## config.mk

```make
export PLATFORM = sky130hd
export DESIGN_NAME = rgbcc_cell
export DESIGN_NICKNAME = d
export VERILOG_FILES = /design/src/hdl/rgbcc_pkg.sv /design/src/hdl/rgbcc_cell.sv
export SDC_FILE = /design/constraint.sdc
export NUM_CORES = 1
export LEC_CHECK = 0
export BUFFER_PORTS_ARGS = -buffer_cell sky130_fd_sc_hd__clkbuf_2
export CORE_MARGIN = 2
export CORE_UTILIZATION = 53
export CTS_CLUSTER_DIAMETER = 200
export CTS_CLUSTER_SIZE = 16
export DETAILED_ROUTE_END_ITERATION = 12
export PLACE_DENSITY = 0.93
export SETUP_SLACK_MARGIN = 0.15
export SLEW_MARGIN = 20
export SYNTH_ARGS = -nofsm -noshare
export SYNTH_HDL_FRONTEND = slang
export SYNTH_SLANG_ARGS = --single-unit
```

## constraint.sdc

```tcl
create_clock -name clock -period 6.39 [get_ports clock]
set_input_delay 1.278 -clock clock [delete_from_list [all_inputs] [get_ports clock]]
set_output_delay 1.278 -clock clock [all_outputs]
set_load 0.005 [all_outputs]
```

## src/hdl/rgbcc_pkg.sv

```systemverilog
`default_nettype none
package rgbcc_pkg;

   // Field widths
   localparam int CHAN_W     = 16;
   localparam int HUE_W      = 9;
   localparam int SAT_W      = 7;
   localparam int CLASS_W    = 3;
   localparam int CSR_ADDR_W = 8;
   localparam int CSR_DATA_W = 16;

   // Datapath widths
   localparam int XY_W    = 32;
   localparam int Z_W     = 28;
   localparam int REM_W   = 24;
   localparam int DEN_W   = CHAN_W + 1;
   localparam int STEPS   = 20;
   localparam int QBITS   = SAT_W;

   // Register indexes
   localparam logic [CSR_ADDR_W-1:0] REG_VARIANT  = 8'd0;
   localparam logic [CSR_ADDR_W-1:0] REG_OFF_RED  = 8'd1;
   localparam logic [CSR_ADDR_W-1:0] REG_OFF_GRN  = 8'd2;
   localparam logic [CSR_ADDR_W-1:0] REG_OFF_BLU  = 8'd3;

   // Color classes
   localparam logic [CLASS_W-1:0] CLASS_BLACK  = 3'd0;
   localparam logic [CLASS_W-1:0] CLASS_WHITE  = 3'd1;
   localparam logic [CLASS_W-1:0] CLASS_RED    = 3'd2;
   localparam logic [CLASS_W-1:0] CLASS_YELLOW = 3'd3;
   localparam logic [CLASS_W-1:0] CLASS_GREEN  = 3'd4;
   localparam logic [CLASS_W-1:0] CLASS_BLUE   = 3'd5;

   // Angles in radians scaled by 2^24
   localparam logic signed [Z_W-1:0] HALF_PI_Q24 = 28'sd26353589;
   localparam logic signed [Z_W-1:0] ATAN_Q24 [STEPS] = '{
      28'sd13176795, 28'sd7778716, 28'sd4110060, 28'sd2086331, 28'sd1047214,
      28'sd524117, 28'sd262123, 28'sd131069, 28'sd65536, 28'sd32768,
      28'sd16384, 28'sd8192, 28'sd4096, 28'sd2048, 28'sd1024,
      28'sd512, 28'sd256, 28'sd128, 28'sd64, 28'sd32
   };

   // Word that travels down the row of cells
   typedef struct packed {
      logic signed [XY_W-1:0] x;
      logic signed [XY_W-1:0] y;
      logic signed [Z_W-1:0]  z;
      logic                   grey;
      logic [REM_W-1:0]       rem;
      logic [DEN_W-1:0]       den;
      logic [QBITS-1:0]       quo;
      logic [CHAN_W-1:0]      inten;
      logic [CHAN_W-1:0]      r;
      logic [CHAN_W-1:0]      g;
      logic [CHAN_W-1:0]      b;
   } cell_type;

   // Color decision with the variant's thresholds and hue bands.
   function automatic logic [CLASS_W-1:0] classify(input logic var_sel,
                                                   input logic signed [HUE_W-1:0] h,
                                                   input logic [SAT_W-1:0] sat,
                                                   input logic [CHAN_W-1:0] inten);
      logic [CLASS_W-1:0] c;
      if (!var_sel) begin
         if (inten < 16'd8) c = CLASS_BLACK;
         else if (sat < 7'd35 && inten > 16'd30) c = CLASS_WHITE;
         else if (h > -9'sd20 && h <= 9'sd15) c = CLASS_RED;
         else if (h > 9'sd15 && h <= 9'sd60) c = CLASS_YELLOW;
         else if (h > 9'sd60 && h <= 9'sd175) c = CLASS_GREEN;
         else c = CLASS_BLUE;
      end else begin
         if (inten < 16'd400) c = CLASS_BLACK;
         else if (sat < 7'd20 && inten > 16'd500) c = CLASS_WHITE;
         else if (h > -9'sd100 && h <= 9'sd10) c = CLASS_RED;
         else if (h > 9'sd10 && h <= 9'sd90) c = CLASS_YELLOW;
         else if (h > -9'sd150 && h <= -9'sd100) c = CLASS_BLUE;
         else c = CLASS_GREEN;
      end
      return c;
   endfunction

endpackage
`default_nettype wire

```

## src/hdl/rgbcc_cell.sv

```systemverilog
`default_nettype none
module rgbcc_cell #(
   parameter int STEP = 0
) (
   input  wire logic                 clock,
   input  wire logic                 reset,
   input  wire logic                 en,
   input  wire logic                 in_valid,
   input  rgbcc_pkg::cell_type       in_word,
   output rgbcc_pkg::cell_type       out_word,
   output logic                      out_valid
);
   // Quotient bit formed here; cells past the quotient width leave it alone.
   localparam int QIDX = (STEP < rgbcc_pkg::QBITS) ? (rgbcc_pkg::QBITS - 1 - STEP) : 0;

   rgbcc_pkg::cell_type word_ff, word_in;
   logic                valid_ff;

   // One vectoring rotation, plus one quotient bit in the leading cells
   always_comb begin
      logic signed [rgbcc_pkg::XY_W-1:0] xs, ys;
      logic [rgbcc_pkg::REM_W-1:0]       sub;
      xs      = in_word.x >>> STEP;
      ys      = in_word.y >>> STEP;
      word_in = in_word;
      if (in_word.y >= 0) begin
         word_in.x = in_word.x + ys;
         word_in.y = in_word.y - xs;
         word_in.z = in_word.z + rgbcc_pkg::ATAN_Q24[STEP];
      end else begin
         word_in.x = in_word.x - ys;
         word_in.y = in_word.y + xs;
         word_in.z = in_word.z - rgbcc_pkg::ATAN_Q24[STEP];
      end
      sub = '0;
      if (STEP < rgbcc_pkg::QBITS) begin
         sub = rgbcc_pkg::REM_W'(in_word.den) << QIDX;
         if (in_word.rem >= sub) begin
            word_in.rem = in_word.rem - sub;
            word_in.quo[QIDX] = 1'b1;
         end
      end
   end

   always_ff @(posedge clock) begin
      if (reset) begin
         valid_ff <= 1'b0;
      end else if (en) begin
         valid_ff <= in_valid;
      end
      if (en) begin
         word_ff <= word_in;
      end
   end

   assign out_word  = word_ff;
   assign out_valid = valid_ff;
endmodule
`default_nettype wire

```

# --- Yosys cells after proc, flatten, opt, wreduce, memory -nomap -nowiden ---
# Cells that the tools add are included.
word_totals:
  ff_bits: 206
  input_bits: 209
  out_inout_bits: 206
  elab_cells: 23
op_classes:
  addsub: 6
  n_lt_le_gt_ge: 2
  mux: 2
ops:
  columns: ["op", "n"]
  rows:
  - ["two-way mux 92 bit", 1]
  - ["subtractor 32 bit", 2]
  - ["adder 32 bit", 1]
  - [">= comparator 32 x 1 -> 1 bit, second input constant", 1]
  - ["adder 28 x 25 -> 28 bit, second input constant", 1]
  - ["subtractor 28 x 25 -> 28 bit, second input constant", 1]
  - [">= comparator 24 x 23 -> 1 bit", 1]
  - ["two-way mux 24 bit", 1]
  - ["subtractor 24 x 23 -> 24 bit", 1]

# --- Logic depth before layout (Yosys ltp) ---
depth:
  ltp_word: 2
  ltp_mapped: 17

# --- Worst setup path before layout ---
# No wires, ideal clock.
synth_path:
  path_type: "input to register"
  from: "in in_word[172] (netlist name)"
  to: "reg word_ff, in the netlist out_word[137], data pin"
  setup_time_ns: 0.260
  t_arrival_ns: 4.754
  slack_ns: 1.376
  path_stages: 17
  path_buffers: 5
  path_cell_list: "buf_2 > buf_1 > buf_1 > clkbuf_1 > buf_1 > xnor2_1 > ha_1 > o21ai_0 > a21bo_2 > a211oi_1 > o31ai_1 > a21oi_2 > a21oi_1 > a211oi_1 > a21o_1 > a21oi_1 > xnor2_1"
synth_rtl:
  columns: ["element", "line", "source"]
  rows:
  - ["start, declared", "rgbcc_cell.sv:9", "input rgbcc_pkg::cell_type in_word,"]
  - ["end signal, assigned", "rgbcc_cell.sv:52", "word_ff <= word_in;"]
  - ["end, declared", "rgbcc_cell.sv:16", "rgbcc_pkg::cell_type word_ff, word_in;"]

==> results by group <==
Run status
  • Status: finished, final reports clean

GRT
  • Gr usage total: approximately 32%
  • Met1 Use GR: 38.3%
  • Vias in the first global route: 12.1k
  • Met2 Resource Use GR: 52.1%
  • Initial antenna violation count: 8
  • Top Usage Layer GRT: met2
  • Largest net degree at the start of global routing: 90
  • Global route overflow: 0
  • GR Layer Usage met3: 9.87%
  • First-pass GRT wire length: 67.3 mm

Floorplan
  • Row cnt: 59
  • Boundary pin count: 415
  • CORE AREA: between 20,000 and 30,000 um2
  • Initial Util: 53.6%
  • Die Wd: 166 um
  • Die Height: 166 um
  • Die ar.: between 20,000 and 30,000 um2

Route
  • TritonRoute pass-1 iters: 6
  • Total Routed Length: around 46 mm
  • Drt via density: 5.93
  • Routed WL per cell: 21.9 um
  • Via count: between 10k and 15k
  • DRT antenna net count: 0
  • DRC: 0
  • First DRT Iteration DRCs: roughly 1.6k

Clock network
  • Max clock buf depth: 3
  • Clock sinks: 205
  • Post-CTS setup buffers: 0
  • Resized cells post-CTS: 0
  • Root buffer cell: clkbuf_16
  • Clk Latency, worst-skew pair: approximately 480 ps
  • Worst-path clk slew: 90 ps
  • H-Tree Level Count: 1
  • CTS tree: built
  • Num CTS Buffers: 16
  • Hold-fix buffers at CTS: 0

Placed design
  • DP HPWL: between 30 and 40 mm
  • Port Buffers: approximately 410
  • Area after DPL: 16,100 um2
  • GP Congestion: 0.977

Power and ir drop
  • Static Leak: 7.46 nW
  • Max IR drop VDD: 0.239 mV
  • Pwr dens: 230 nW/um2

Finish
  • Layout cells sized above 1: 26.3%
  • Nets: about 2.1k
  • P&R area growth vs syn: 19.8%
  • Finished Cell Area: 16,600 um2

Setup path
  • Crit path kind: primary input to flop
  • Setup crit end kind: flop
  • Crit path DAT: around 4500 ps
  • Worst Path Max Fanout: 4
  • Startpoint types: primary input
  • Data required time of the worst path: approximately 6600 ps

Synth
  • Cells after Synth: 1,383
  • Syn_nets: approximately 1.7k
  • Synthesized flop and latch total: 205
  • Post-Synthesis Mean Instance Area: 10.0 um2
  • Cell Area, Synth: 13,800 um2
  • Asr flop ratio synth: 0%
  • Top-area cell type share of the netlist area: 44.3%
  • Area contributors post-synth: edfxtp_1, ha_1, xnor2_1
  • Post-synthesis sequential area ratio: 44.4%
  • Ys flop type: edfxtp_1
  • Synth cell types: 79
  • Total number of yosys warnings: 0
  • Number of flops mapped to enable cells by yosys: roughly 200
  • Largest area contributor in the netlist: edfxtp_1

STA
  • Fmax: between 0.2 and 0.25 GHz
  • Final setup viols: 0
  • Final worst-path cycle share: approximately two thirds
  • Worst slew margin: 45.2%
  • Worst slew pin tran: 823 ps
  • TNS Setup: 0 ps
  • Min Clock Period, post-route: 4220 ps
  • Clk_skew: 0 ps
  • RSZ-0062 raised after global routing: no
  • Count of final hold-check violations: 0
  • Slew Viols, Final: 0

Min path
  • HP Class: flop to flop

Run
  • Max cap viols: 0
[state kept, by name, indices dropped and copies added (netlist names)]
name,cells
out_word,204
out_valid,1
[layout by cell type, fill, tap and decap left out, drive strengths merged, types with 4 or more instances in the layout]
master  netlist  layout
o21bai       26      26
a31oi         8       8
a21oi       140     140
o22ai         5       5
ha          122     122
nand3        14      14
nor2         99      99
or3          11      11
o31a          4       4
nand2        79      79
xor2         25      25
a22oi         4       4
nor2b        17      17
o21a         16      16
clkbuf       33     435
nor3         17      17
diode         0       5
o31ai        16      16
xnor2        81      81
and2          4       4
buf          26       5
nand4        12      12
fa            4       4
edfxtp      204     204
a21o         35      35
or2           4       4
mux2i        17      17
a211oi       14      14
nor4         12      12
a221oi        5       5
nand2b       16      16
o211ai        7       7
nor3b         4       4
o21ai       103     103
inv         136     136
a21boi        7       7
o221ai        6       6
[final timing paths]
| check | depth (start not counted) | slack (ps) | endpoint | startpoint |
|---|---|---|---|---|
| setup reg to reg | 2 | 5760 | out_valid | out_valid |
| setup / recovery | 13 | 2170 | out_word[170] | in_word[142] |
| hold reg to reg | 2 | 550 | out_valid | out_valid |
| hold / removal | 2 | 550 | out_valid | out_valid |
[layer usage]
metal	wire [um]	up-vias
li1	-	5734
met1	17100	5869
met2	21200	719
met3	5120	156
met4	2720	6
met5	37	-
[per-stage QoR]
step	hold slack (ps)	util, %	cells	worst slack (ps)	power [W]
floorplan	485	-	1383	1380	0.00238
global placement	494	62.4	2077	1790	0.00283
detailed placement	536	62.4	2077	1700	0.00285
CTS	555	64.1	2100	2170	0.00382
global route	587	64.2	2104	1970	0.00399
finish	548	64.2	2105	2170	0.00382
[logic make-up after synthesis]
kind of cell    Yosys count  synth area share, %
buf+inv                 195                 5.49
fa+ha+maj               126                 11.6
mux                      19                 1.39
simple gates            300                 10.3
compound gates          432                 20.1
xor+xnor                106                 6.71
flops                   205                 44.4
[synthesized netlist by cell type, types with 12 or more instances]
| master | instances |
|---|---|
| a21oi_1 | 139 |
| o21a_1 | 16 |
| xnor2_1 | 81 |
| nor4_1 | 12 |
| nor3_1 | 15 |
| nand4_1 | 12 |
| ha_1 | 122 |
| edfxtp_1 | 204 |
| o21ai_0 | 101 |
| clkbuf_1 | 33 |
| inv_1 | 136 |
| nand2b_1 | 16 |
| a21o_1 | 35 |
| a211oi_1 | 14 |
| nor2_1 | 99 |
| nand2_1 | 79 |
| nand3_1 | 14 |
| xor2_1 | 25 |
| buf_2 | 13 |
| nor2b_1 | 17 |
| o31ai_1 | 16 |
| mux2i_1 | 17 |
| o21bai_1 | 26 |
[power by group]
part | internal [W] | switching (W) | leakage (nW) | total (W)
logic | 0.000446 | 0.000663 | 5.23 | 0.00111
clock network | 0.000485 | 0.000477 | 0.219 | 0.000962
registers | 0.00169 | 0.0000597 | 2.00 | 0.00175
total | 0.00262 | 0.00120 | 7.46 | 0.00382
[worst max-delay path, cell delays in order]
cell and delay [ps]:
clkbuf_2 140, inv_1 120, ha_1 330, nor2b_1 140, o21ai_0 250, a21oi_1 180, o221ai_1 250, a21oi_1 180
a2111oi_0 730, o21bai_1 210, a2111oi_0 450, a21o_1 140, xnor2_1 70
[area by class of cell]
type / instances / area, um2
multi-input combinational: 983 / 6940
inverter: 136 / 510
antenna: 5 / 12.5
fill: 2038 / 9250
clock buffer: 22 / 444
tap: 335 / 419
clock inverter: 1 / 5.00
timing repair buffer: 418 / 2110
sequential: 205 / 6150
No activity file was read; power rests on OpenSTA's default activity.
