--- config.mk ---
export PLATFORM = sky130hd
export DESIGN_NAME = rgbcc_front
export DESIGN_NICKNAME = d
export VERILOG_FILES = /design/src/hdl/rgbcc_pkg.sv /design/src/hdl/rgbcc_front.sv
export SDC_FILE = /design/constraint.sdc
export NUM_CORES = 2
export LEC_CHECK = 0
export BUFFER_PORTS_ARGS = -buffer_cell sky130_fd_sc_hd__clkbuf_2
export CORE_AREA = 2 2 184 366
export DETAILED_ROUTE_END_ITERATION = 8
export DIE_AREA = 0 0 186 368
export PLACE_DENSITY = 0.82
export SLEW_MARGIN = 20
export SYNTH_ARGS = -nofsm -noshare
export SYNTH_HDL_FRONTEND = slang
export SYNTH_SLANG_ARGS = --single-unit
export TNS_END_PERCENT = 50
--- constraint.sdc ---
create_clock -name clock -period 6.8 [get_ports clock]
set_input_delay 1.36 -clock clock [delete_from_list [all_inputs] [get_ports clock]]
set_output_delay 1.36 -clock clock [all_outputs]
set_load 0.02 [all_outputs]
--- src/hdl/rgbcc_pkg.sv ---
`default_nettype none
package rgbcc_pkg;

   // Field widths
   localparam int CHAN_W     = 16;
   localparam int HUE_W      = 9;
   localparam int SAT_W      = 7;
   localparam int CLASS_W    = 3;
   localparam int CSR_ADDR_W = 8;
   localparam int CSR_DATA_W = 16;

   // Datapath widths
   localparam int XY_W    = 32;
   localparam int Z_W     = 28;
   localparam int REM_W   = 24;
   localparam int DEN_W   = CHAN_W + 1;
   localparam int STEPS   = 20;
   localparam int QBITS   = SAT_W;

   // Register indexes
   localparam logic [CSR_ADDR_W-1:0] REG_VARIANT  = 8'd0;
   localparam logic [CSR_ADDR_W-1:0] REG_OFF_RED  = 8'd1;
   localparam logic [CSR_ADDR_W-1:0] REG_OFF_GRN  = 8'd2;
   localparam logic [CSR_ADDR_W-1:0] REG_OFF_BLU  = 8'd3;

   // Color classes
   localparam logic [CLASS_W-1:0] CLASS_BLACK  = 3'd0;
   localparam logic [CLASS_W-1:0] CLASS_WHITE  = 3'd1;
   localparam logic [CLASS_W-1:0] CLASS_RED    = 3'd2;
   localparam logic [CLASS_W-1:0] CLASS_YELLOW = 3'd3;
   localparam logic [CLASS_W-1:0] CLASS_GREEN  = 3'd4;
   localparam logic [CLASS_W-1:0] CLASS_BLUE   = 3'd5;

   // Angles in radians scaled by 2^24
   localparam logic signed [Z_W-1:0] HALF_PI_Q24 = 28'sd26353589;
   localparam logic signed [Z_W-1:0] ATAN_Q24 [STEPS] = '{
      28'sd13176795, 28'sd7778716, 28'sd4110060, 28'sd2086331, 28'sd1047214,
      28'sd524117, 28'sd262123, 28'sd131069, 28'sd65536, 28'sd32768,
      28'sd16384, 28'sd8192, 28'sd4096, 28'sd2048, 28'sd1024,
      28'sd512, 28'sd256, 28'sd128, 28'sd64, 28'sd32
   };

   // Word that travels down the row of cells
   typedef struct packed {
      logic signed [XY_W-1:0] x;
      logic signed [XY_W-1:0] y;
      logic signed [Z_W-1:0]  z;
      logic                   grey;
      logic [REM_W-1:0]       rem;
      logic [DEN_W-1:0]       den;
      logic [QBITS-1:0]       quo;
      logic [CHAN_W-1:0]      inten;
      logic [CHAN_W-1:0]      r;
      logic [CHAN_W-1:0]      g;
      logic [CHAN_W-1:0]      b;
   } cell_type;

   // Color decision with the variant's thresholds and hue bands.
   function automatic logic [CLASS_W-1:0] classify(input logic var_sel,
                                                   input logic signed [HUE_W-1:0] h,
                                                   input logic [SAT_W-1:0] sat,
                                                   input logic [CHAN_W-1:0] inten);
      logic [CLASS_W-1:0] c;
      if (!var_sel) begin
         if (inten < 16'd8) c = CLASS_BLACK;
         else if (sat < 7'd35 && inten > 16'd30) c = CLASS_WHITE;
         else if (h > -9'sd20 && h <= 9'sd15) c = CLASS_RED;
         else if (h > 9'sd15 && h <= 9'sd60) c = CLASS_YELLOW;
         else if (h > 9'sd60 && h <= 9'sd175) c = CLASS_GREEN;
         else c = CLASS_BLUE;
      end else begin
         if (inten < 16'd400) c = CLASS_BLACK;
         else if (sat < 7'd20 && inten > 16'd500) c = CLASS_WHITE;
         else if (h > -9'sd100 && h <= 9'sd10) c = CLASS_RED;
         else if (h > 9'sd10 && h <= 9'sd90) c = CLASS_YELLOW;
         else if (h > -9'sd150 && h <= -9'sd100) c = CLASS_BLUE;
         else c = CLASS_GREEN;
      end
      return c;
   endfunction

endpackage
`default_nettype wire

--- src/hdl/rgbcc_front.sv ---
`default_nettype none
module rgbcc_front (
   input  wire logic                          clock,
   input  wire logic                          reset,
   input  wire logic                          en,
   input  wire logic                          in_valid,
   input  wire logic [rgbcc_pkg::CHAN_W-1:0]  raw_red,
   input  wire logic [rgbcc_pkg::CHAN_W-1:0]  raw_green,
   input  wire logic [rgbcc_pkg::CHAN_W-1:0]  raw_blue,
   input  wire logic                          variant,
   input  wire logic [rgbcc_pkg::CHAN_W-1:0]  off_red,
   input  wire logic [rgbcc_pkg::CHAN_W-1:0]  off_green,
   input  wire logic [rgbcc_pkg::CHAN_W-1:0]  off_blue,
   output rgbcc_pkg::cell_type                out_word,
   output logic                               out_valid
);
   localparam int W = rgbcc_pkg::CHAN_W;

   logic [2:0] vld_ff, vld_in;

   // Stage 1: white balance and dark offset
   logic [W-1:0] r1_ff, g1_ff, b1_ff, r1_in, g1_in, b1_in;

   function automatic logic [W-1:0] balance(input logic [W-1:0] raw,
                                            input logic [2:0] gain,
                                            input logic [W-1:0] off);
      logic [W+2:0] prod;
      logic [W-1:0] p;
      prod = (W+3)'(raw) * (W+3)'(gain);
      p    = prod[W-1:0];
      return (p > off) ? p - off : W'(1);
   endfunction

   always_comb begin
      r1_in = balance(raw_red,   variant ? 3'd2 : 3'd5, off_red);
      g1_in = balance(raw_green, variant ? 3'd3 : 3'd4, off_green);
      b1_in = balance(raw_blue,  variant ? 3'd4 : 3'd3, off_blue);
   end

   // Stage 2: extremes, differences and channel sum
   logic [W-1:0]        r2_ff, g2_ff, b2_ff, mx2_ff, df2_ff, mx2_in, mn2_in, df2_in;
   logic signed [W+2:0] dx2_ff, dx2_in;
   logic signed [W:0]   dy2_ff, dy2_in;
   logic [W+1:0]        sm2_ff, sm2_in;

   always_comb begin
      mx2_in = r1_ff;
      mn2_in = r1_ff;
      if (g1_ff > mx2_in) mx2_in = g1_ff;
      if (b1_ff > mx2_in) mx2_in = b1_ff;
      if (g1_ff < mn2_in) mn2_in = g1_ff;
      if (b1_ff < mn2_in) mn2_in = b1_ff;
      df2_in = mx2_in - mn2_in;
      dx2_in = signed'(((W+3)'(r1_ff) << 1) - (W+3)'(g1_ff) - (W+3)'(b1_ff));
      dy2_in = signed'((W+1)'(g1_ff) - (W+1)'(b1_ff));
      sm2_in = (W+2)'(r1_ff) + (W+2)'(g1_ff) + (W+2)'(b1_ff);
   end

   // Stage 3: scaled vector, divider operands, intensity by reciprocal
   logic signed [rgbcc_pkg::XY_W-1:0] x3_ff, y3_ff, x3_in, y3_in;
   logic [rgbcc_pkg::REM_W-1:0]       n3_ff, n3_in;
   logic [rgbcc_pkg::DEN_W-1:0]       d3_ff, d3_in;
   logic [W-1:0]                      r3_ff, g3_ff, b3_ff, i3_ff, i3_in;
   logic                              gr3_ff, gr3_in;
   logic [36:0]                       iprod;

   always_comb begin
      x3_in  = rgbcc_pkg::XY_W'(dx2_ff) * 32'sd1000;
      y3_in  = rgbcc_pkg::XY_W'(dy2_ff) * 32'sd1732;
      n3_in  = rgbcc_pkg::REM_W'(df2_ff) * 24'd200 + rgbcc_pkg::REM_W'(mx2_ff);
      d3_in  = {mx2_ff, 1'b0};
      iprod  = 37'(sm2_ff) * 37'd174763;
      i3_in  = iprod[34:19];
      gr3_in = (dx2_ff == '0) && (dy2_ff == '0);
   end

   always_ff @(posedge clock) begin
      if (reset) begin
         vld_ff <= '0;
      end else if (en) begin
         vld_ff <= vld_in;
      end
      if (en) begin
         r1_ff  <= r1_in;  g1_ff <= g1_in;  b1_ff <= b1_in;
         r2_ff  <= r1_ff;  g2_ff <= g1_ff;  b2_ff <= b1_ff;
         mx2_ff <= mx2_in; df2_ff <= df2_in;
         dx2_ff <= dx2_in; dy2_ff <= dy2_in; sm2_ff <= sm2_in;
         x3_ff  <= x3_in;  y3_ff <= y3_in;  n3_ff <= n3_in; d3_ff <= d3_in;
         i3_ff  <= i3_in;  gr3_ff <= gr3_in;
         r3_ff  <= r2_ff;  g3_ff <= g2_ff;  b3_ff <= b2_ff;
      end
   end

   assign vld_in = {vld_ff[1:0], in_valid};

   // Quarter-turn pre-rotation into the right half plane
   always_comb begin
      out_word.x = x3_ff;
      out_word.y = y3_ff;
      out_word.z = '0;
      if (x3_ff < 0) begin
         if (y3_ff >= 0) begin
            out_word.x = y3_ff;
            out_word.y = -x3_ff;
            out_word.z = rgbcc_pkg::HALF_PI_Q24;
         end else begin
            out_word.x = -y3_ff;
            out_word.y = x3_ff;
            out_word.z = -rgbcc_pkg::HALF_PI_Q24;
         end
      end
      out_word.grey  = gr3_ff;
      out_word.rem   = n3_ff;
      out_word.den   = d3_ff;
      out_word.quo   = '0;
      out_word.inten = i3_ff;
      out_word.r     = r3_ff;
      out_word.g     = g3_ff;
      out_word.b     = b3_ff;
   end

   assign out_valid = vld_ff[2];
endmodule
`default_nettype wire

Word level (Yosys, flattened, before mapping)
Cells that the tools add are included.
{ "totals": {"wordCells": 61, "regBits": 349, "input_bits": 101, "out_inout_bits": 206} }
{ "classes": {"order_cmp": 9, "add_sub_neg": 12, "mux": 9, "reduce_logical": 3, "multipliers": 7} }
{ "op_table": {"columns": ["cell", "n"], "rows": [
  ["$mux 92", 2],
  ["$gt 16x16->1", 5],
  ["$mux 16", 4],
  ["$neg 32->32", 2],
  ["$sub 16x16->16", 4],
  ["$mul 16x3->16", 3],
  ["$mul 18x18->35 const B", 1],
  ["$ge 32x1->1 const B", 1],
  ["$lt 16x16->1", 2],
  ["$lt 32x1->1 const B", 1],
  ["$mul 17x10->27 const B", 1],
  ["$mul 19x8->27 const B", 1],
  ["$add 24x16->24", 1],
  ["$mul 16x5->21 const B", 1],
  ["$logic_not 19->1", 1],
  ["$sub 18x17->19", 1],
  ["$add 17x16->18", 1],
  ["$sub 17x16->18", 1],
  ["$add 16x16->17", 1],
  ["$logic_not 17->1", 1],
  ["$sub 16x16->17", 1],
  ["$mux 3", 3],
  ["$logic_and 1x1->1", 1]
]} }

Longest topological paths before layout
{ "depth": {"word_depth": 5, "mapped_depth": 30, "mapped_depth_nobuf": 29} }

Worst setup path before layout
Ideal clock, no wire load.
{ "synth_path": {"kind": "register to register", "startpoint": "register r1_ff[15]", "endpoint": "register df2_ff[14], data pin", "setup_slack_ns": -0.210, "arrival_ns": 6.729, "stages_incl_launch_ff": 29, "synth_period_minus_slack_ns": 7.010, "required_ns": 6.519, "path_buffers": 2, "setup_ns": 0.281, "cell_sequence": "edfxtp_1 inv_1 ha_1 nand4_1 nor2_1 o2bb2ai_1 nor3_1 clkbuf_1 mux2i_1 ha_1 a21o_1 a21o_1 a21o_1 a21oi_1 o21ai_0 a21oi_1 clkbuf_1 o31a_1 ha_1 inv_1 fa_1 a21o_1 a21oi_1 o21bai_1 a21o_1 a21oi_1 o21ai_0 o41ai_1 o211ai_1"} }
{ "synth_via": {"elab_chain_cells": 5, "word_cells_on_any_way": 9} }
{ "synth_lines": {"columns": ["element", "line", "rtl"], "rows": [
  ["start, declared", "rgbcc_front.sv:22", "logic [W-1:0] r1_ff, g1_ff, b1_ff, r1_in, g1_in, b1_in;"],
  ["start signal, assigned", "rgbcc_front.sv:84", "r1_ff <= r1_in; g1_ff <= g1_in; b1_ff <= b1_in;"],
  ["$gt 16x16->1 or $lt 16x16->1 (tied branches)", "rgbcc_front.sv:49, rgbcc_front.sv:51", null],
  ["$mux 16, on equally long branches", "rgbcc_front.sv:49, rgbcc_front.sv:51", null],
  ["$gt 16x16->1 or $lt 16x16->1 (tied branches)", "rgbcc_front.sv:50, rgbcc_front.sv:52", null],
  ["$mux 16, on equally long branches", "rgbcc_front.sv:50, rgbcc_front.sv:52", null],
  ["$sub 16x16->16 *", "rgbcc_front.sv:53", "df2_in = mx2_in - mn2_in;"],
  ["net df2_in[14]", "rgbcc_front.sv:41", "logic [W-1:0] r2_ff, g2_ff, b2_ff, mx2_ff, df2_ff, mx2_in, mn2_in, df2_in;"],
  ["end signal, assigned", "rgbcc_front.sv:86", "mx2_ff <= mx2_in; df2_ff <= df2_in;"],
  ["end, declared", "rgbcc_front.sv:41", null]
]} }
Mark *: on every way through the listed nets, which the timed path passes. The rest lies on a longest branch.
A chain may end at the register's enable or synchronous reset.

Worst setup path in the final report
{ "layout_path": {"startpoint": "register sm2_ff[1]", "endpoint": "register i3_ff[14], data pin"} }
{ "layout_via": {"elab_chain_cells": 1} }
{ "layout_lines": {"columns": ["element", "line", "rtl"], "rows": [
  ["start, declared", "rgbcc_front.sv:44", "logic [W+1:0] sm2_ff, sm2_in;"],
  ["start signal, assigned", "rgbcc_front.sv:87", "dx2_ff <= dx2_in; dy2_ff <= dy2_in; sm2_ff <= sm2_in;"],
  ["$mul 18x18->35", "rgbcc_front.sv:72", "iprod = 37'(sm2_ff) * 37'd174763;"],
  ["net i3_in[14]", "rgbcc_front.sv:63", "logic [W-1:0] r3_ff, g3_ff, b3_ff, i3_ff, i3_in;"],
  ["end signal, assigned", "rgbcc_front.sv:89", "i3_ff <= i3_in; gr3_ff <= gr3_in;"],
  ["end, declared", "rgbcc_front.sv:63", null]
]} }
The timed path passes the listed nets, and every way through them passes these cells.

==> impl_metrics.csv <==
group,metric,value,unit
finish,synthToLayoutAreaGrowth,9.83,%
global_route,track_usage,28.5,%
timing,max_clock_freq,155,MHz
timing,finClkSkew,0.0250,ns
critical_path,cp_slowest_cell,"fa_1",
global_route,grt-ovfl-total,0,
global_route,grt_pass1_vias,28666,
routing,wirelength,95.3,mm
die,die_area,68400,um2
yosys,synth_area_leaders,"edfxtp_1 27%, ha_1 21%, fa_1 15%",
global_route,antenna_found_initial,1,
timing,setup_tns,0,ns
global_route,grt_pass1_wl,149,mm
critical_path,crit_path_frequent_cell,"fa_1",
placed_design,globalplace.congestion,0.985,
yosys,ys_seq_area_share,27.4,%
yosys,synthAdderAreaFrac,35.5,%
timing,worst_pin_slew,1.05,ns
yosys,yosysMostFrequentCell,"ha_1",
critical_path,critical-path-top-delay-family,"adder cells",
yosys,syn_inst,3646,
critical_path,slowest_delay,0.55,ns
critical_path,crit_fanout,7,
global_route,grt_max_degree,162,
yosys,ys.flop_type,"edfxtp_1",
clock_network,htree_num_levels,1,
yosys,synth_top_area_cell,"edfxtp_1",
yosys,synthMuxAreaShare,2.50,%
routing,via_per_inst,5.70,
clock_network,clk_path_buf_depth,3,
placed_design,numPortBuffers,291,
clock_network,ctsHoldBuffers,0,
yosys,yosys.area_share.simple,9.65,%
die,die_width,186,um
yosys,synth-xor-area-share,6.23,%
yosys,netlist_top_cells_count,"623 x ha_1, 592 x inv_1, 336 x edfxtp_1, 269 x fa_1, 213 x nor2_1",
flow_run,maxCapViolCount,0,
critical_path,cp_num_buf_inv,2,
yosys,synth-compound-area-share,11.0,%
finish,layout.nets,4928,
yosys,syn_area,37100,um2
timing,finalHoldViolCount,0,
timing,min_period_over_period,94.9,%
yosys,synthArstFlopShare,0,%
routing,drc,0,
worst_hold_path,min_path_type,"register to register",
die,fp.dieH,368,um
clock_network,clock_sinks,339,
timing,relSlewSlack,29.5,%
yosys,synth_edf_count,336,
critical_path,crit_chain,"ha_1 -> inv_1 -> fa_1 -> fa_1 -> inv_1 -> fa_1 -> fa_1 -> fa_1 -> ha_1 -> a21o_1 -> a21o_1 -> a211oi_1 -> nor3b_1 -> o41a_1 -> o41ai_2 -> o21bai_1 -> xor2_1",
timing,fin_crit,6.45,ns
critical_path,critPathRequiredTime,7.15,ns
critical_path,cp-start-kind,"register",
yosys,ys_types,72,
critical_path,crit_type,"register to register",
die,fp-row-count,133,
yosys,synth_area_per_cell,10.2,um2
clock_network,ctsRootBufferMaster,"clkbuf_16",
finish,multi_input_area,24200,um2
clock_network,cts_tree,"done",
die,io_pins,307,
yosys,synth_top_cell_area_share,27.2,%
timing,slew_viol_final,0,
timing,rsz0062_at_grt,"no",
yosys,ys_ff_latch,339,
clock_network,clk_latency,0.61,ns
routing,drt_iter0_drc,1304,
routing,antenna_left,0,
routing,num_vias,27570,
clock_network,cts_made_buffers,30,
routing,drt-wirelength-per-cell,19.7,um
yosys,synth_top_family_by_area,"adder cells",
timing,setup-violations-final,0,
critical_path,cp.arrival,6.80,ns
die,coreArea,65700,um2
routing,first_pass_iters,8,
finish,fill_cells,5320,
placed_design,place_hpwl,77.9,mm
die,start_util,56.4,%
finish,seqCellArea,10100,um2
clock_network,path_clk_slew,0.08,ns
critical_path,end_kind,"register",
status,status,"finished clean",
yosys,yosysWarnings,0,
finish,final_layout_size_suffix_gt1_share,12.3,%
registers in the layout (all words and copies together), names as in the netlist, 18 cells and up:
signal	count
sm2_ff	18
x3_ff	26
dx2_ff	19
n3_ff	24
y3_ff	27
metal layers:
metal	wire, um	share of wire (%)	vias up	track usage, %
met4	8380	8.8	0	21.0
met1	32000	34	13286	27.7
met2	50700	53	817	53.3
met5	0	0	-	0.148
li1	-	-	13121	-
met3	4340	4.6	346	4.05
area by class of cell:
class | instances | share of cell area [%]
well taps | 877 | 2.69
diodes | 1 | 0.00614
repair buffers | 364 | 5.05
clock buffers | 35 | 1.94
clock inverters | 19 | 0.510
flip-flops and latches | 339 | 24.9
multi-input cells | 2608 | 59.4
inverters | 592 | 5.45
what timing repair did:
action	in CTS	in global routing
endpoints found under the setup margin	0	3
resized for setup	0	12
setup buffers	0	0
kinds of logic after synthesis:
kind of cell | after synthesis
adder cells (fa/ha/maj) | 892
AND/OR/NAND/NOR | 714
buffers and inverters | 714
AO/OA/AOI/OAI | 634
flip-flops | 339
XOR/XNOR | 264
multiplexers | 88
other | 1
per-stage QoR:
| step | setup WS, ns | area [um2] | utilization [%] | cells | hold slack [ns] |
|---|---|---|---|---|---|
| 2_1_floorplan | 0.0467 | 37200 | - | 3661 | 0.400 |
| 3_3_place_gp | 0.344 | 39700 | 60.4 | 4780 | 0.402 |
| 3_5_place_dp | 0.229 | 39700 | 60.4 | 4780 | 0.405 |
| 4_1_cts | 0.233 | 40700 | 61.9 | 4834 | 0.418 |
| 5_1_grt | 0.0175 | 40700 | 62.0 | 4835 | 0.425 |
| 6_report | 0.346 | 40700 | 62.0 | 4835 | 0.415 |
path summary, 6_finish.rpt:
check                       from                  end  slack [ns]  cells past startpoint
max          sm2_ff[1]$_DFFE_PP_  i3_ff[14]$_DFFE_PP_        0.35                     17
min reg2reg   r2_ff[9]$_DFFE_PP_   r3_ff[9]$_DFFE_PP_        0.41                      0
max reg2reg  sm2_ff[1]$_DFFE_PP_  i3_ff[14]$_DFFE_PP_        0.35                     17
min           r2_ff[9]$_DFFE_PP_   r3_ff[9]$_DFFE_PP_        0.41                      0
layout by cell type, fill, tap and decap left out, types with 95 or more instances in the layout:
cell and n:
a21oi_1 205, fa_1 269, xnor2_1 193, nand2_1 115, a21o_1 95, ha_1 623, clkbuf_2 290, edfxtp_1 336
nor2_1 213, inv_1 592
Power is left out: the tool's default activity adds up to more than one toggle a clock period on the data nets, which glitch-free logic cannot reach.
