$ cat config.mk
export PLATFORM = sky130hd
export DESIGN_NAME = rgbcc_back
export DESIGN_NICKNAME = d
export VERILOG_FILES = /design/src/hdl/rgbcc_pkg.sv /design/src/hdl/rgbcc_back.sv
export SDC_FILE = /design/constraint.sdc
export NUM_CORES = 1
export LEC_CHECK = 0
export BUFFER_PORTS_ARGS = -buffer_cell sky130_fd_sc_hd__clkbuf_2
export CORE_ASPECT_RATIO = 1.2
export CORE_MARGIN = 4
export CORE_UTILIZATION = 45
export DETAILED_ROUTE_END_ITERATION = 12
export GPL_TIMING_DRIVEN = 0
export MAX_ROUTING_LAYER = met4
export PLACE_DENSITY = 0.75
export SLEW_MARGIN = 20
export SYNTH_ARGS = -nofsm -noshare
export SYNTH_HDL_FRONTEND = slang
export SYNTH_SLANG_ARGS = --single-unit
$ cat constraint.sdc
create_clock -name clock -period 9.1 [get_ports clock]
set_input_delay 1.82 -clock clock [delete_from_list [all_inputs] [get_ports clock]]
set_output_delay 1.82 -clock clock [all_outputs]
set_load 0.02 [all_outputs]
$ cat src/hdl/rgbcc_pkg.sv
`default_nettype none
package rgbcc_pkg;

   // Field widths
   localparam int CHAN_W     = 16;
   localparam int HUE_W      = 9;
   localparam int SAT_W      = 7;
   localparam int CLASS_W    = 3;
   localparam int CSR_ADDR_W = 8;
   localparam int CSR_DATA_W = 16;

   // Datapath widths
   localparam int XY_W    = 32;
   localparam int Z_W     = 28;
   localparam int REM_W   = 24;
   localparam int DEN_W   = CHAN_W + 1;
   localparam int STEPS   = 20;
   localparam int QBITS   = SAT_W;

   // Register indexes
   localparam logic [CSR_ADDR_W-1:0] REG_VARIANT  = 8'd0;
   localparam logic [CSR_ADDR_W-1:0] REG_OFF_RED  = 8'd1;
   localparam logic [CSR_ADDR_W-1:0] REG_OFF_GRN  = 8'd2;
   localparam logic [CSR_ADDR_W-1:0] REG_OFF_BLU  = 8'd3;

   // Color classes
   localparam logic [CLASS_W-1:0] CLASS_BLACK  = 3'd0;
   localparam logic [CLASS_W-1:0] CLASS_WHITE  = 3'd1;
   localparam logic [CLASS_W-1:0] CLASS_RED    = 3'd2;
   localparam logic [CLASS_W-1:0] CLASS_YELLOW = 3'd3;
   localparam logic [CLASS_W-1:0] CLASS_GREEN  = 3'd4;
   localparam logic [CLASS_W-1:0] CLASS_BLUE   = 3'd5;

   // Angles in radians scaled by 2^24
   localparam logic signed [Z_W-1:0] HALF_PI_Q24 = 28'sd26353589;
   localparam logic signed [Z_W-1:0] ATAN_Q24 [STEPS] = '{
      28'sd13176795, 28'sd7778716, 28'sd4110060, 28'sd2086331, 28'sd1047214,
      28'sd524117, 28'sd262123, 28'sd131069, 28'sd65536, 28'sd32768,
      28'sd16384, 28'sd8192, 28'sd4096, 28'sd2048, 28'sd1024,
      28'sd512, 28'sd256, 28'sd128, 28'sd64, 28'sd32
   };

   // Word that travels down the row of cells
   typedef struct packed {
      logic signed [XY_W-1:0] x;
      logic signed [XY_W-1:0] y;
      logic signed [Z_W-1:0]  z;
      logic                   grey;
      logic [REM_W-1:0]       rem;
      logic [DEN_W-1:0]       den;
      logic [QBITS-1:0]       quo;
      logic [CHAN_W-1:0]      inten;
      logic [CHAN_W-1:0]      r;
      logic [CHAN_W-1:0]      g;
      logic [CHAN_W-1:0]      b;
   } cell_type;

   // Color decision with the variant's thresholds and hue bands.
   function automatic logic [CLASS_W-1:0] classify(input logic var_sel,
                                                   input logic signed [HUE_W-1:0] h,
                                                   input logic [SAT_W-1:0] sat,
                                                   input logic [CHAN_W-1:0] inten);
      logic [CLASS_W-1:0] c;
      if (!var_sel) begin
         if (inten < 16'd8) c = CLASS_BLACK;
         else if (sat < 7'd35 && inten > 16'd30) c = CLASS_WHITE;
         else if (h > -9'sd20 && h <= 9'sd15) c = CLASS_RED;
         else if (h > 9'sd15 && h <= 9'sd60) c = CLASS_YELLOW;
         else if (h > 9'sd60 && h <= 9'sd175) c = CLASS_GREEN;
         else c = CLASS_BLUE;
      end else begin
         if (inten < 16'd400) c = CLASS_BLACK;
         else if (sat < 7'd20 && inten > 16'd500) c = CLASS_WHITE;
         else if (h > -9'sd100 && h <= 9'sd10) c = CLASS_RED;
         else if (h > 9'sd10 && h <= 9'sd90) c = CLASS_YELLOW;
         else if (h > -9'sd150 && h <= -9'sd100) c = CLASS_BLUE;
         else c = CLASS_GREEN;
      end
      return c;
   endfunction

endpackage
`default_nettype wire

$ cat src/hdl/rgbcc_back.sv
`default_nettype none
module rgbcc_back (
   input  wire logic                              clock,
   input  wire logic                              reset,
   input  wire logic                              en,
   input  wire logic                              variant,
   input  wire logic                              in_valid,
   input  rgbcc_pkg::cell_type                    in_word,
   output logic                                   out_valid,
   output logic [rgbcc_pkg::CLASS_W-1:0]          color_class,
   output logic signed [rgbcc_pkg::HUE_W-1:0]     hue_degrees,
   output logic [rgbcc_pkg::SAT_W-1:0]            saturation_pct,
   output logic [rgbcc_pkg::CHAN_W-1:0]           intensity,
   output logic [rgbcc_pkg::CHAN_W-1:0]           balanced_red,
   output logic [rgbcc_pkg::CHAN_W-1:0]           balanced_green,
   output logic [rgbcc_pkg::CHAN_W-1:0]           balanced_blue
);
   localparam int W = rgbcc_pkg::CHAN_W;

   logic [2:0] vld_ff, vld_in;

   // Stage 1: angle times 573
   logic signed [38:0] num_ff, num_in;
   rgbcc_pkg::cell_type w1_ff;
   assign num_in = 39'(in_word.z) * 39'sd573;

   // Stage 2: magnitude rounded and divided by 2^24
   logic [37:0] mag;
   logic [11:0] wq_ff, wq_in;
   logic        neg_ff;
   rgbcc_pkg::cell_type w2_ff;
   always_comb begin
      mag   = num_ff[38] ? 38'(-num_ff) : 38'(num_ff);
      mag   = mag + 38'd83886080;
      wq_in = mag[35:24];
   end

   // Stage 3: divide by ten, sign, clamp and classify
   logic [27:0]                         qprod;
   logic [8:0]                          qmag;
   logic signed [rgbcc_pkg::HUE_W-1:0]  hue_in;
   logic [rgbcc_pkg::CLASS_W-1:0]       cls_in;
   always_comb begin
      qprod = 28'(wq_ff) * 28'd6554;
      qmag  = (qprod[27:16] > 12'd180) ? 9'd180 : qprod[24:16];
      if (w2_ff.grey) hue_in = '0;
      else if (neg_ff) hue_in = -signed'(qmag);
      else hue_in = signed'(qmag);
      cls_in = rgbcc_pkg::classify(variant, hue_in, w2_ff.quo, w2_ff.inten);
   end

   assign vld_in = {vld_ff[1:0], in_valid};

   always_ff @(posedge clock) begin
      if (reset) begin
         vld_ff <= '0;
      end else if (en) begin
         vld_ff <= vld_in;
      end
      if (en) begin
         num_ff         <= num_in;
         w1_ff          <= in_word;
         wq_ff          <= wq_in;
         neg_ff         <= num_ff[38];
         w2_ff          <= w1_ff;
         color_class    <= cls_in;
         hue_degrees    <= hue_in;
         saturation_pct <= w2_ff.quo;
         intensity      <= w2_ff.inten;
         balanced_red   <= w2_ff.r;
         balanced_green <= w2_ff.g;
         balanced_blue  <= w2_ff.b;
      end
   end

   assign out_valid = vld_ff[2];
endmodule
`default_nettype wire

; ---- After elaboration in Yosys (flattened, before gate mapping)
; Index checks and enable logic that the tools add are counted.
[word_totals]
mem_bits_rw = 0
romBits = 0
register_bits = 282
latch_bits = 0
output_inout_bits = 84
in_bits = 210
mem_count = 0
elab_cells = 70
[classes]
n_eq_ne = 0
n_bitwise = 0
shift = 0
reduce_logical = 8
n_lt_le_gt_ge = 19
mux = 15
add_sub_neg = 3
div_mod_pow = 0
n_mul = 2
[ops]
columns = op, count
row1 = "multiplier 28 x 11 -> 39 bit, second input constant", 1
row2 = "adder 36 x 27 -> 36 bit, second input constant", 1
row3 = two-way mux 36 bit, 1
row4 = negation 36 bit, 1
row5 = two-way mux 3 bit, 9
row6 = two-way mux 9 bit, 3
row7 = "multiplier 12 x 12 -> 24 bit, second input constant", 1
row8 = "greater-than comparator 9 x 5 -> 1 bit, second input constant", 2
row9 = "greater-than comparator 9 x 8 -> 1 bit, second input constant", 2
row10 = "<= comparator 9 x 5 -> 1 bit, second input constant", 2
row11 = "<= comparator 9 x 8 -> 1 bit, second input constant", 2
row12 = "greater-than comparator 16 x 5 -> 1 bit, second input constant", 1
row13 = "greater-than comparator 16 x 9 -> 1 bit, second input constant", 1
row14 = "< comparator 16 x 4 -> 1 bit, second input constant", 1
row15 = "< comparator 16 x 9 -> 1 bit, second input constant", 1
row16 = "greater-than comparator 9 x 6 -> 1 bit, second input constant", 1
row17 = "greater-than comparator 9 x 7 -> 1 bit, second input constant", 1
row18 = "greater-than comparator 9 bit, second input constant", 1
row19 = "<= comparator 9 x 7 -> 1 bit, second input constant", 1
row20 = "<= comparator 9 bit, second input constant", 1
row21 = negation 9 bit, 1
row22 = logical AND 1 bit, 8
row23 = "< comparator 7 x 5 -> 1 bit, second input constant", 1
row24 = "< comparator 7 x 6 -> 1 bit, second input constant", 1
row25 = two-way mux 1 bit, 2

; ---- Logic depth before layout (Yosys ltp)
; Gate-level depths: netlist of run 1.
[logic_depth]
ltp_word = 14
mapped_depth = 30
ltp_nobuf = 29

; ---- Worst setup path after synthesis of run 1
; No wires, ideal clock.
[synth_timing]
path_kind = input to register
from = in in_word[123] (netlist name)
to = reg num_ff[35], data pin
n_path_buf = 1
path_stages = 19
slack_ns = 1.801
required_ns = 8.842
setup_ns = 0.258
arrival_ns = 7.041
cell_sequence = fa_1 > ha_1 > fa_1 > fa_1 > fa_1 > ha_1 > or3_1 > clkbuf_1 > nand2b_1 > a31o_2 > a2111oi_0 > o31ai_1 > o41a_1 > a211o_1 > a21o_1 > a21oi_1 > o21bai_1 > a21oi_1 > xnor2_1
[synth_between]
elab_chain_len = 1
[synth_lines]
columns = element, line_no
row1 = "start, declared", rgbcc_back.sv:8  ; input rgbcc_pkg::cell_type in_word,
row2 = multiplier 28 x 11 -> 39 bit, rgbcc_back.sv:25  ; assign num_in = 39'(in_word.z) * 39'sd573;
row3 = net num_in[35], rgbcc_back.sv:23  ; logic signed [38:0] num_ff, num_in;
row4 = "end signal, assigned", rgbcc_back.sv:61  ; num_ff <= num_in;
row5 = "end, declared", rgbcc_back.sv:23
; The timed path passes the listed nets, and every way through them passes these cells.
; A chain may end at the register's enable or synchronous reset.

; ---- Worst setup path after layout of run 1
[layout_timing]
from = reg wq_ff[8]
to = reg color_class[0] (netlist name), data pin
[layout_between]
elab_chain_len = 14
elab_cells_between_ends = 35
cone_classes = add/sub: 1 / mul: 1 / order compare: 13 / mux: 14 / reduce/logical: 6
[layout_lines]
columns = element, line_no
row1 = "start, declared", rgbcc_back.sv:29  ; logic [11:0] wq_ff, wq_in;
row2 = "start signal, assigned", rgbcc_back.sv:63  ; wq_ff <= wq_in;
row3 = multiplier 12 x 12 -> 24 bit (*), rgbcc_back.sv:44  ; qprod = 28'(wq_ff) * 28'd6554;
row4 = greater-than comparator 9 x 8 -> 1 bit, rgbcc_back.sv:45  ; qmag = (qprod[27:16] > 12'd180) ? 9'd180 : qprod[24:16];
row5 = two-way mux 9 bit (*), rgbcc_back.sv:45
row6 = negation 9 bit, rgbcc_back.sv:47  ; else if (neg_ff) hue_in = -signed'(qmag);
row7 = two-way mux 9 bit (*), rgbcc_back.sv:47
row8 = two-way mux 9 bit (*), rgbcc_back.sv:46  ; if (w2_ff.grey) hue_in = '0;
row9 = "greater-than comparator 9 x 7 -> 1 bit, or another cell as far along", rgbcc_pkg.sv:69  ; else if (h > 9'sd60 && h <= 9'sd175) c = CLASS_GREEN;
row10 = "logical AND 1 bit, on equally long branches", "rgbcc_pkg.sv:69, rgbcc_pkg.sv:76"
row11 = "two-way mux 1 bit, on equally long branches", "rgbcc_pkg.sv:69, rgbcc_pkg.sv:76"
row12 = "two-way mux 3 bit, on equally long branches", "rgbcc_pkg.sv:68, rgbcc_pkg.sv:75"
row13 = "two-way mux 3 bit, on equally long branches", "rgbcc_pkg.sv:67, rgbcc_pkg.sv:74"
row14 = "two-way mux 3 bit, on equally long branches", "rgbcc_pkg.sv:66, rgbcc_pkg.sv:73"
row15 = "two-way mux 3 bit, on equally long branches", "rgbcc_pkg.sv:65, rgbcc_pkg.sv:72"
row16 = two-way mux 3 bit (*), rgbcc_pkg.sv:64  ; if (!var_sel) begin
row17 = net cls_in (one bit), rgbcc_back.sv:42  ; logic [rgbcc_pkg::CLASS_W-1:0] cls_in;
row18 = "end signal, assigned", rgbcc_back.sv:66  ; color_class <= cls_in;
row19 = "end, declared", rgbcc_back.sv:10  ; output logic [rgbcc_pkg::CLASS_W-1:0] color_class,
; The timed path passes the listed nets; every way through them passes the cells marked *.

==> metrics.csv, run 1 <==
metric,value,unit
status,"finished, final reports clean",
Max-Cap Viols,0,
CTS Hold Bufs,0,
GP Congestion,0.881,
synth warn,0,
final number of setup-violating endpoints,0,
ys async rst share,0,
Hold Path Class,register to register,
largest net degree at the start of global routing,107,
GRT Overall Usage,0.154,
number of port buffers,188,
#FFs+latches synth,280,
"Slew Viols, Final",0,
Vert. Die Dim,229,µm
Syn Area/Cell,13.8,µm²
CTS clock-pin slew for the worst setup and hold paths,0.06,ns
area delta synth->final,14.0,%
CTS tree,yes,
CTS Buf Count,28,
"slowest stage delay, CP",0.54,ns
count of different cell masters after synthesis,99,
first-pass GRT wire length,54500,µm
DR pass1 iterations,5,
Routed WL,33200,µm
top post-synthesis cells by count,"edfxtp_1, ha_1, inv_1",
Rows,80,
CP Capture Type,register,
via-per-instance ratio,5.13,
top post-synthesis cells by area,"edfxtp_1, fa_1, ha_1",
initial core utilization,0.457,
fin crit period,8.12,ns
Crit Path Class,register to register,
vias in the first global route,11500,
H-Tree Depth,1,
clk_lat worst skew,0.55,ns
"Top FF cell, synth",edfxtp_1,
Post-synth EDFFs,277,
Fmax,123,MHz
period utilization,0.892,
most common cell in the netlist,edfxtp_1,
Post-DP Area,20000,µm²
max_slew headroom,0.425,
CP Max Fanout,9,
crit path launch type,register,
DRT iter0 DRCs,557,
Mapped Nets,1914,
cell count after synthesis,1330,
setup repair bufs after CTS,0,
Sink Count,280,
die area,44000,µm²
Finished Cell Area,20900,µm²
DRC,0,
Final Hold Vio Count,0,
pin slew with the least headroom to its limit,0.841,ns
fraction of layout cells with a size suffix above 1,0.185,
Final ANT Viol Nets,0,
leading area contributor after synthesis,edfxtp_1,
DIE WIDTH,192,µm
maximum clock path buffer count,3,
post-synth top area share,0.454,
I/O Pins,294,
# nets final,2134,
RSZ-0062 raised after global routing,false,
Clock Skew,0.0152,ns
synthesized area,18300,µm²
DP HPWL,26900,µm
area of the core,40000,µm²
worst path required time,9.39,ns
critical path arrival,8.41,ns
setup TNS,0,ns
Via Count,10800,
gr ovfl total,0,
sequential share of the synthesized area,0.457,
initial antenna violation count,4,
routed length per instance,15.8,µm
CP max-delay cell,fa_1,
CTS Root Cell,clkbuf_16,
CTS resizes,0,
==> sequential cells by signal, indices dropped and copies added (netlist names) <==
signal          cells
saturation_pct      7
balanced_blue      16
w2_ff              72
hue_degrees         9
balanced_red       16
vld_ff              3
w1_ff              72
intensity          16
num_ff             37
color_class         3
neg_ff              1
balanced_green     16
wq_ff              12
==> cells in the final DEF (no fill, tap or decap), types with 5 or more instances in the layout <==
cell,n
a21o_1,19
a21oi_1,46
a31oi_1,5
and2_1,10
and3_1,6
and4_1,6
clkbuf_1,13
clkbuf_16,28
clkbuf_2,187
clkinv_1,7
edfxtp_1,277
fa_1,145
ha_1,229
inv_1,163
mux2i_1,8
nand2_1,38
nand2b_1,16
nand3_1,14
nor2_1,61
nor2b_1,7
nor3_1,12
nor4_1,8
o211ai_1,9
o21a_1,6
o21ai_0,27
o21bai_1,7
o22ai_1,5
o31ai_1,5
or2_2,5
or3_1,6
xnor2_1,39
xor2_1,20
==> cell type report <==
type                            count  area (µm²)
Inverter                          165         619
Clock buffer                       32         716
Fill cell                        3415       19200
Clock inverter                     17         160
Buffer                             17         119
Multi-Input combinational cell    868        9200
Antenna cell                        4        10.0
Timing Repair Buffer              190        1000
Tap cell                          533         667
Sequential cell                   280        8380
==> worst max-delay path: cells and delay by family, from the launching register on <==
family | cells | cell delay [ns]
adder cells (fa/ha/maj) | 7 | 2.92
flip-flops | 1 | 0.51
buffers and inverters | 5 | 0.36
AND/OR/NAND/NOR | 10 | 2.24
multiplexers | 1 | 0.35
AO/OA/AOI/OAI | 6 | 1.47
==> logic make-up after synthesis <==
logic type / synth area share
buf+inv: 0.0403
xor+xnor: 0.0297
mux: 0.00704
flops: 0.457
simple gates: 0.0691
fa+ha+maj: 0.315
compound gates: 0.0814
==> layer usage <==
metal,wire [µm],vias to the layer above,share of wire,track usage
li1,-,5222,-,-
met1,13100,5292,0.39,0.172
met2,17600,215,0.53,0.282
met3,1660,66,0.050,0.0251
met4,930,0,0.028,0.0455
met5,0,-,0,-
==> worst paths after layout <==
kind / endpoint / cells past startpoint / slack [ns] / startpoint
setup / recovery: color_class[0]$_DFFE_PP_ / 29 / 0.98 / wq_ff[8]$_DFFE_PP_
hold / removal: balanced_blue[6]$_DFFE_PP_ / 0 / 0.41 / w2_ff[6]$_DFFE_PP_
setup reg to reg: color_class[0]$_DFFE_PP_ / 29 / 0.98 / wq_ff[8]$_DFFE_PP_
hold reg to reg: balanced_blue[6]$_DFFE_PP_ / 0 / 0.41 / w2_ff[6]$_DFFE_PP_
==> stage by stage <==
| stage | cells | utilization | hold slack (ns) | setup slack (ns) |
|---|---|---|---|---|
| floorplan | 1330 | - | 0.400 | 1.80 |
| global placement | 2051 | 0.498 | 0.400 | 1.05 |
| detailed placement | 2053 | 0.499 | 0.405 | 1.01 |
| CTS | 2102 | 0.521 | 0.413 | 0.995 |
| global route | 2106 | 0.521 | 0.408 | 0.530 |
| finish | 2106 | 0.521 | 0.412 | 0.984 |
Power of run 1 is left out: the tool's default activity adds up to more than one toggle a clock period on the data nets, which glitch-free logic cannot reach.
==> run 2, diff against run 1 <==
- CORE_ASPECT_RATIO: 1.2 -> unset
==> run 2 against run 1 <==
- utilization rose by 0.083 points
- die area barely moved
- final cell count fell by 0.24%
- worst setup slack improved by 0.051 ns
- sequential share of layout area barely moved
- final area barely moved
- clock skew rose by 0.0028 ns
- critical path type unchanged
- largest cell class unchanged
- highest routed layer unchanged
==> metrics.csv, run 2 (same netlist as run 1, synthesis figures left out) <==
metric,value,unit
routed length per instance,15.7,µm
Largest regs,"w1_ff: 72 flops, w2_ff: 72 flops, num_ff: 37 flops",
CTS clock-pin slew for the worst setup and hold paths,0.06,ns
DRC,0,
H-Tree Depth,1,
critical path arrival,8.37,ns
maximum clock path buffer count,3,
Max-Cap Viols,0,
CP max-delay cell,fa_1,
DIE WIDTH,210,µm
Final Hold Vio Count,0,
first-pass GRT wire length,54600,µm
I/O Pins,294,
CP Capture Type,register,
clk_lat worst skew,0.55,ns
vias in the first global route,11100,
CP Max Fanout,9,
RSZ-0062 raised after global routing,false,
DRT iter0 DRCs,575,
area delta synth->final,14.1,%
utilization after layout,0.522,
largest net degree at the start of global routing,97,
Rows,73,
final number of setup-violating endpoints,0,
CTS tree,yes,
"slowest stage delay, CP",0.55,ns
# nets final,2136,
GRT Overall Usage,0.153,
pin slew with the least headroom to its limit,0.848,ns
period utilization,0.886,
Via Count,10700,
number of port buffers,188,
"Slew Viols, Final",0,
area of the core,40000,µm²
DP HPWL,26500,µm
setup repair bufs after CTS,0,
FF-to-FF setup slack,1.03,ns
Fill cells,3353,
CTS Buf Count,29,
status,"finished, final reports clean",
initial antenna violation count,2,
CP bufs+invs,5,
setup TNS,0,ns
Fmax,124,MHz
most frequent cells in the layout,"edfxtp_1, ha_1, clkbuf_2, inv_1, fa_1",
Routed WL,33100,µm
Min-Delay Path Depth,0,
gr ovfl total,0,
worst hold endpoint,w2_ff[4]$_DFFE_PP_,
reg2reg path depth,29,
Clock Skew,0.0180,ns
Sink Count,280,
Reg-to-Reg Start,wq_ff[8]$_DFFE_PP_,
die area,44000,µm²
fraction of layout cells with a size suffix above 1,0.185,
via-per-instance ratio,5.09,
CTS resizes,0,
CTS Root Cell,clkbuf_16,
DR pass1 iterations,5,
CTS Hold Bufs,0,
GP Congestion,0.885,
"commonest non-fill, non-tap cell in the layout",edfxtp_1,
Crit Path Class,register to register,
Vert. Die Dim,210,µm
Worst path top cell family by delay,adder cells,
crit path launch type,register,
Hold Startpoint,w1_ff[4]$_DFFE_PP_,
worst path required time,9.40,ns
fin crit period,8.07,ns
Final ANT Viol Nets,0,
Hold Path Class,register to register,
max_slew headroom,0.420,
Reg-to-Reg End,color_class[0]$_DFFE_PP_,
initial core utilization,0.458,
## run 2: area by class of cell
class	count	area, µm²	share of cell area
inverter	165	619	0.0297
antenna	2	5.00	0.000240
buffer	17	119	0.00569
multi-input combinational	868	9200	0.440
timing repair buffer	191	1030	0.0494
sequential	280	8380	0.401
clock inverter	14	116	0.00557
clock buffer	39	763	0.0365
tap	525	657	0.0314
## run 2: how the worst max path moves through the flow
stage                                   from                        to  slack, ns  cells after the start
final                     wq_ff[8]$_DFFE_PP_  color_class[0]$_DFFE_PP_       1.03                     29
after detailed placement  wq_ff[7]$_DFFE_PP_  color_class[0]$_DFFE_PP_       1.12                     29
after global placement          in_word[123]      num_ff[38]$_DFFE_PP_       1.12                     19
after global routing      wq_ff[7]$_DFFE_PP_  color_class[0]$_DFFE_PP_       0.63                     29
after floorplan                 in_word[123]      num_ff[35]$_DFFE_PP_       1.80                     19
after CTS                 wq_ff[7]$_DFFE_PP_  color_class[0]$_DFFE_PP_       1.06                     29
## run 2: per-stage QoR
stage | hold slack, ns | cells | cell area [µm²] | setup WS [ns]
after floorplan | 0.400 | 1330 | 18300 | 1.80
after global placement | 0.400 | 2043 | 19900 | 1.12
after detailed placement | 0.405 | 2046 | 20000 | 1.12
after CTS | 0.415 | 2099 | 20900 | 1.06
after global routing | 0.422 | 2101 | 20900 | 0.626
final | 0.410 | 2101 | 20900 | 1.03
## run 2: layer usage
layer	track usage	up-vias	wire, µm
met4	0.0387	0	644
met1	0.192	5170	13900
met2	0.269	245	17200
li1	-	5227	-
met3	0.0151	56	1310
met5	-	-	0
## run 2: worst register-to-register path, delay by kind of cell, from the launching register on
family	cells	cell delay (ns)
buf+inv	5	0.36
mux	1	0.35
simple gates	10	2.17
flops	1	0.51
compound gates	6	1.50
fa+ha+maj	7	2.93
Power of run 2 is left out for the same reason.
==> run 3, diff against run 2 <==
- ABC_AREA: unset -> 1
==> run 3 against run 2 <==
- non-clock buffer count fell by 15
- via count barely moved
- synthesized area fell by 1.9%
- wire length fell by 3.1%
- clock-buffer cell count fell by 4
- maximum frequency rose by 15%
- worst setup slack improved by 1.1 ns
- utilization rose by 0.49 points
- first-iteration DRC count fell by 20%
- synthesized cell count rose by 9.2%
- clock skew fell by 0.0084 ns
- critical path depth rose by 9
==> metrics.csv, run 3 <==
metric,value,unit
Post-DP Area,19600,µm²
RSZ-0062 raised after global routing,false,
Rows,72,
ys async rst share,0,
GRT Overall Usage,0.153,
Finished Cell Area,20600,µm²
top post-synthesis cells by area,"edfxtp_1, fa_1, ha_1",
CTS Buf Count,28,
Clock Skew,0.00960,ns
first-pass GRT wire length,54000,µm
Routed WL,32100,µm
critical path arrival,7.30,ns
reg2reg path depth,38,
synth warn,0,
H-Tree Depth,1,
DIE WIDTH,208,µm
Sink Count,280,
top post-synthesis cells by count,"edfxtp_1, inv_1, ha_1",
grt met3 use,0.0196,
utilization after layout,0.527,
gr ovfl total,0,
sequential share of the synthesized area,0.467,
period utilization,0.770,
Reg-to-Reg Start,wq_ff[6]$_DFFE_PP_,
Setup WS post-layout,2.09,ns
initial core utilization,0.460,
Final Hold Vio Count,0,
"Top FF cell, synth",edfxtp_1,
Final ANT Viol Nets,0,
Mapped Nets,2037,
Hold Startpoint,w1_ff[27]$_DFFE_PP_,
worst path required time,9.39,ns
Fill cells,3255,
CP Max Fanout,10,
Largest regs,"w1_ff: 72 flops, w2_ff: 72 flops, num_ff: 37 flops",
setup TNS,0,ns
GR Layer Usage met1,0.184,
status,"finished, final reports clean",
CTS Hold Bufs,0,
CTS resizes,0,
GP Congestion,0.859,
Top Usage Layer GRT,met2,
count of different cell masters after synthesis,44,
final number of setup-violating endpoints,0,
initial antenna violation count,2,
Fmax,143,MHz
#FFs+latches synth,280,
pin slew with the least headroom to its limit,0.483,ns
DR pass1 iterations,5,
worst hold endpoint,w2_ff[27]$_DFFE_PP_,
Max-Cap Viols,0,
via-per-instance ratio,4.83,
Most common cell on crit path,nand2_1,
max_slew headroom,0.678,
setup repair bufs after CTS,0,
die area,43200,µm²
fin crit period,7.01,ns
global-route met2 utilization,0.275,
DRC,0,
largest net degree at the start of global routing,94,
Post-synth EDFFs,277,
number of port buffers,188,
Hold Path Class,register to register,
cell count after synthesis,1453,
vias in the first global route,11300,
Crit Path Class,register to register,
most common cell in the netlist,edfxtp_1,
Reg-to-Reg End,color_class[0]$_DFFE_PP_,
CTS tree,yes,
most frequent cells in the layout,"edfxtp_1, inv_1, ha_1, nand2_1, clkbuf_2",
DRT iter0 DRCs,461,
Vert. Die Dim,208,µm
fraction of layout cells with a size suffix above 1,0.160,
maximum clock path buffer count,3,
CTS clock-pin slew for the worst setup and hold paths,0.06,ns
crit path launch type,register,
# nets final,2258,
Placement Setup Slack,1.83,ns
CP Capture Type,register,
clk_lat worst skew,0.54,ns
CTS Root Cell,clkbuf_16,
I/O Pins,294,
FF-to-FF setup slack,2.09,ns
routed length per instance,14.5,µm
area of the core,39000,µm²
post-synth top area share,0.463,
"commonest non-fill, non-tap cell in the layout",edfxtp_1,
"slowest stage delay, CP",0.55,ns
DP HPWL,26400,µm
synthesized area,18000,µm²
Via Count,10700,
"Slew Viols, Final",0,
area delta synth->final,14.5,%
Min-Delay Path Depth,0,
leading area contributor after synthesis,edfxtp_1,
Syn Area/Cell,12.4,µm²
CP max-delay cell,fa_1,
## run 3: cell types whose count changed after synthesis, moves of 10 or more
cell / delta
nand2b_1: -15
inv_1: +67
nand3_1: +26
and2_1: -10
xnor2_1: -15
a21oi_1: +15
nand2_1: +153
nor2_1: +24
xor2_1: +16
a21o_1: -16
## run 3: cell families (layout without fill, tap and decap cells)
logic type | count (synthesis) | after routing | synth area share
AND/OR/NAND/NOR | 375 | 375 | 0.0941
adder cells (fa/ha/maj) | 374 | 374 | 0.321
flip-flops | 280 | 280 | 0.467
buffers and inverters | 245 | 488 | 0.0521
AO/OA/AOI/OAI | 119 | 119 | 0.0368
XOR/XNOR | 60 | 60 | 0.0293
other | 0 | 2 | 0
## run 3: worst max path at each step
stage | from | endpoint | slack, ns | depth (start not counted)
2_1_floorplan | in_word[115] | num_ff[35]$_DFFE_PP_ | 2.62 | 21
3_3_place_gp | in_word[115] | num_ff[35]$_DFFE_PP_ | 1.94 | 22
3_5_place_dp | in_word[115] | num_ff[35]$_DFFE_PP_ | 1.83 | 22
4_1_cts | wq_ff[6]$_DFFE_PP_ | color_class[0]$_DFFE_PP_ | 2.05 | 38
5_1_grt | wq_ff[6]$_DFFE_PP_ | color_class[0]$_DFFE_PP_ | 1.49 | 40
6_report | wq_ff[6]$_DFFE_PP_ | color_class[0]$_DFFE_PP_ | 2.09 | 38
## run 3: layer usage
layer | wire, µm | share of wire
met2 | 16900 | 0.53
met5 | 0 | 0
met1 | 13100 | 0.41
met4 | 620 | 0.019
met3 | 1480 | 0.046
## run 3: stage by stage
| stage | hold slack, ns | std cells |
|---|---|---|
| 6_report | 0.414 | 2216 |
| 3_5_place_dp | 0.405 | 2162 |
| 5_1_grt | 0.418 | 2216 |
| 4_1_cts | 0.416 | 2214 |
| 3_3_place_gp | 0.400 | 2159 |
| 2_1_floorplan | 0.400 | 1453 |
## run 3: final cells by class
cell class              instances  area (µm²)  share of cell area
clock buffers                  35         727              0.0354
diodes                          2        5.00            0.000243
flip-flops and latches        280        8380               0.408
well taps                     518         648              0.0315
plain buffers                   2        23.8             0.00116
clock inverters                17         186             0.00907
inverters                     243         912              0.0444
multi-input cells             928        8640               0.421
repair buffers                191        1030              0.0502
## run 3: worst max-delay path, delay by kind of cell, from the launching register on
family / cells / cell delay (ns)
flip-flops: 1 / 0.51
buffers and inverters: 7 / 0.54
adder cells (fa/ha/maj): 7 / 2.94
AO/OA/AOI/OAI: 1 / 0.19
AND/OR/NAND/NOR: 23 / 2.57
Power of run 3 is left out for the same reason.
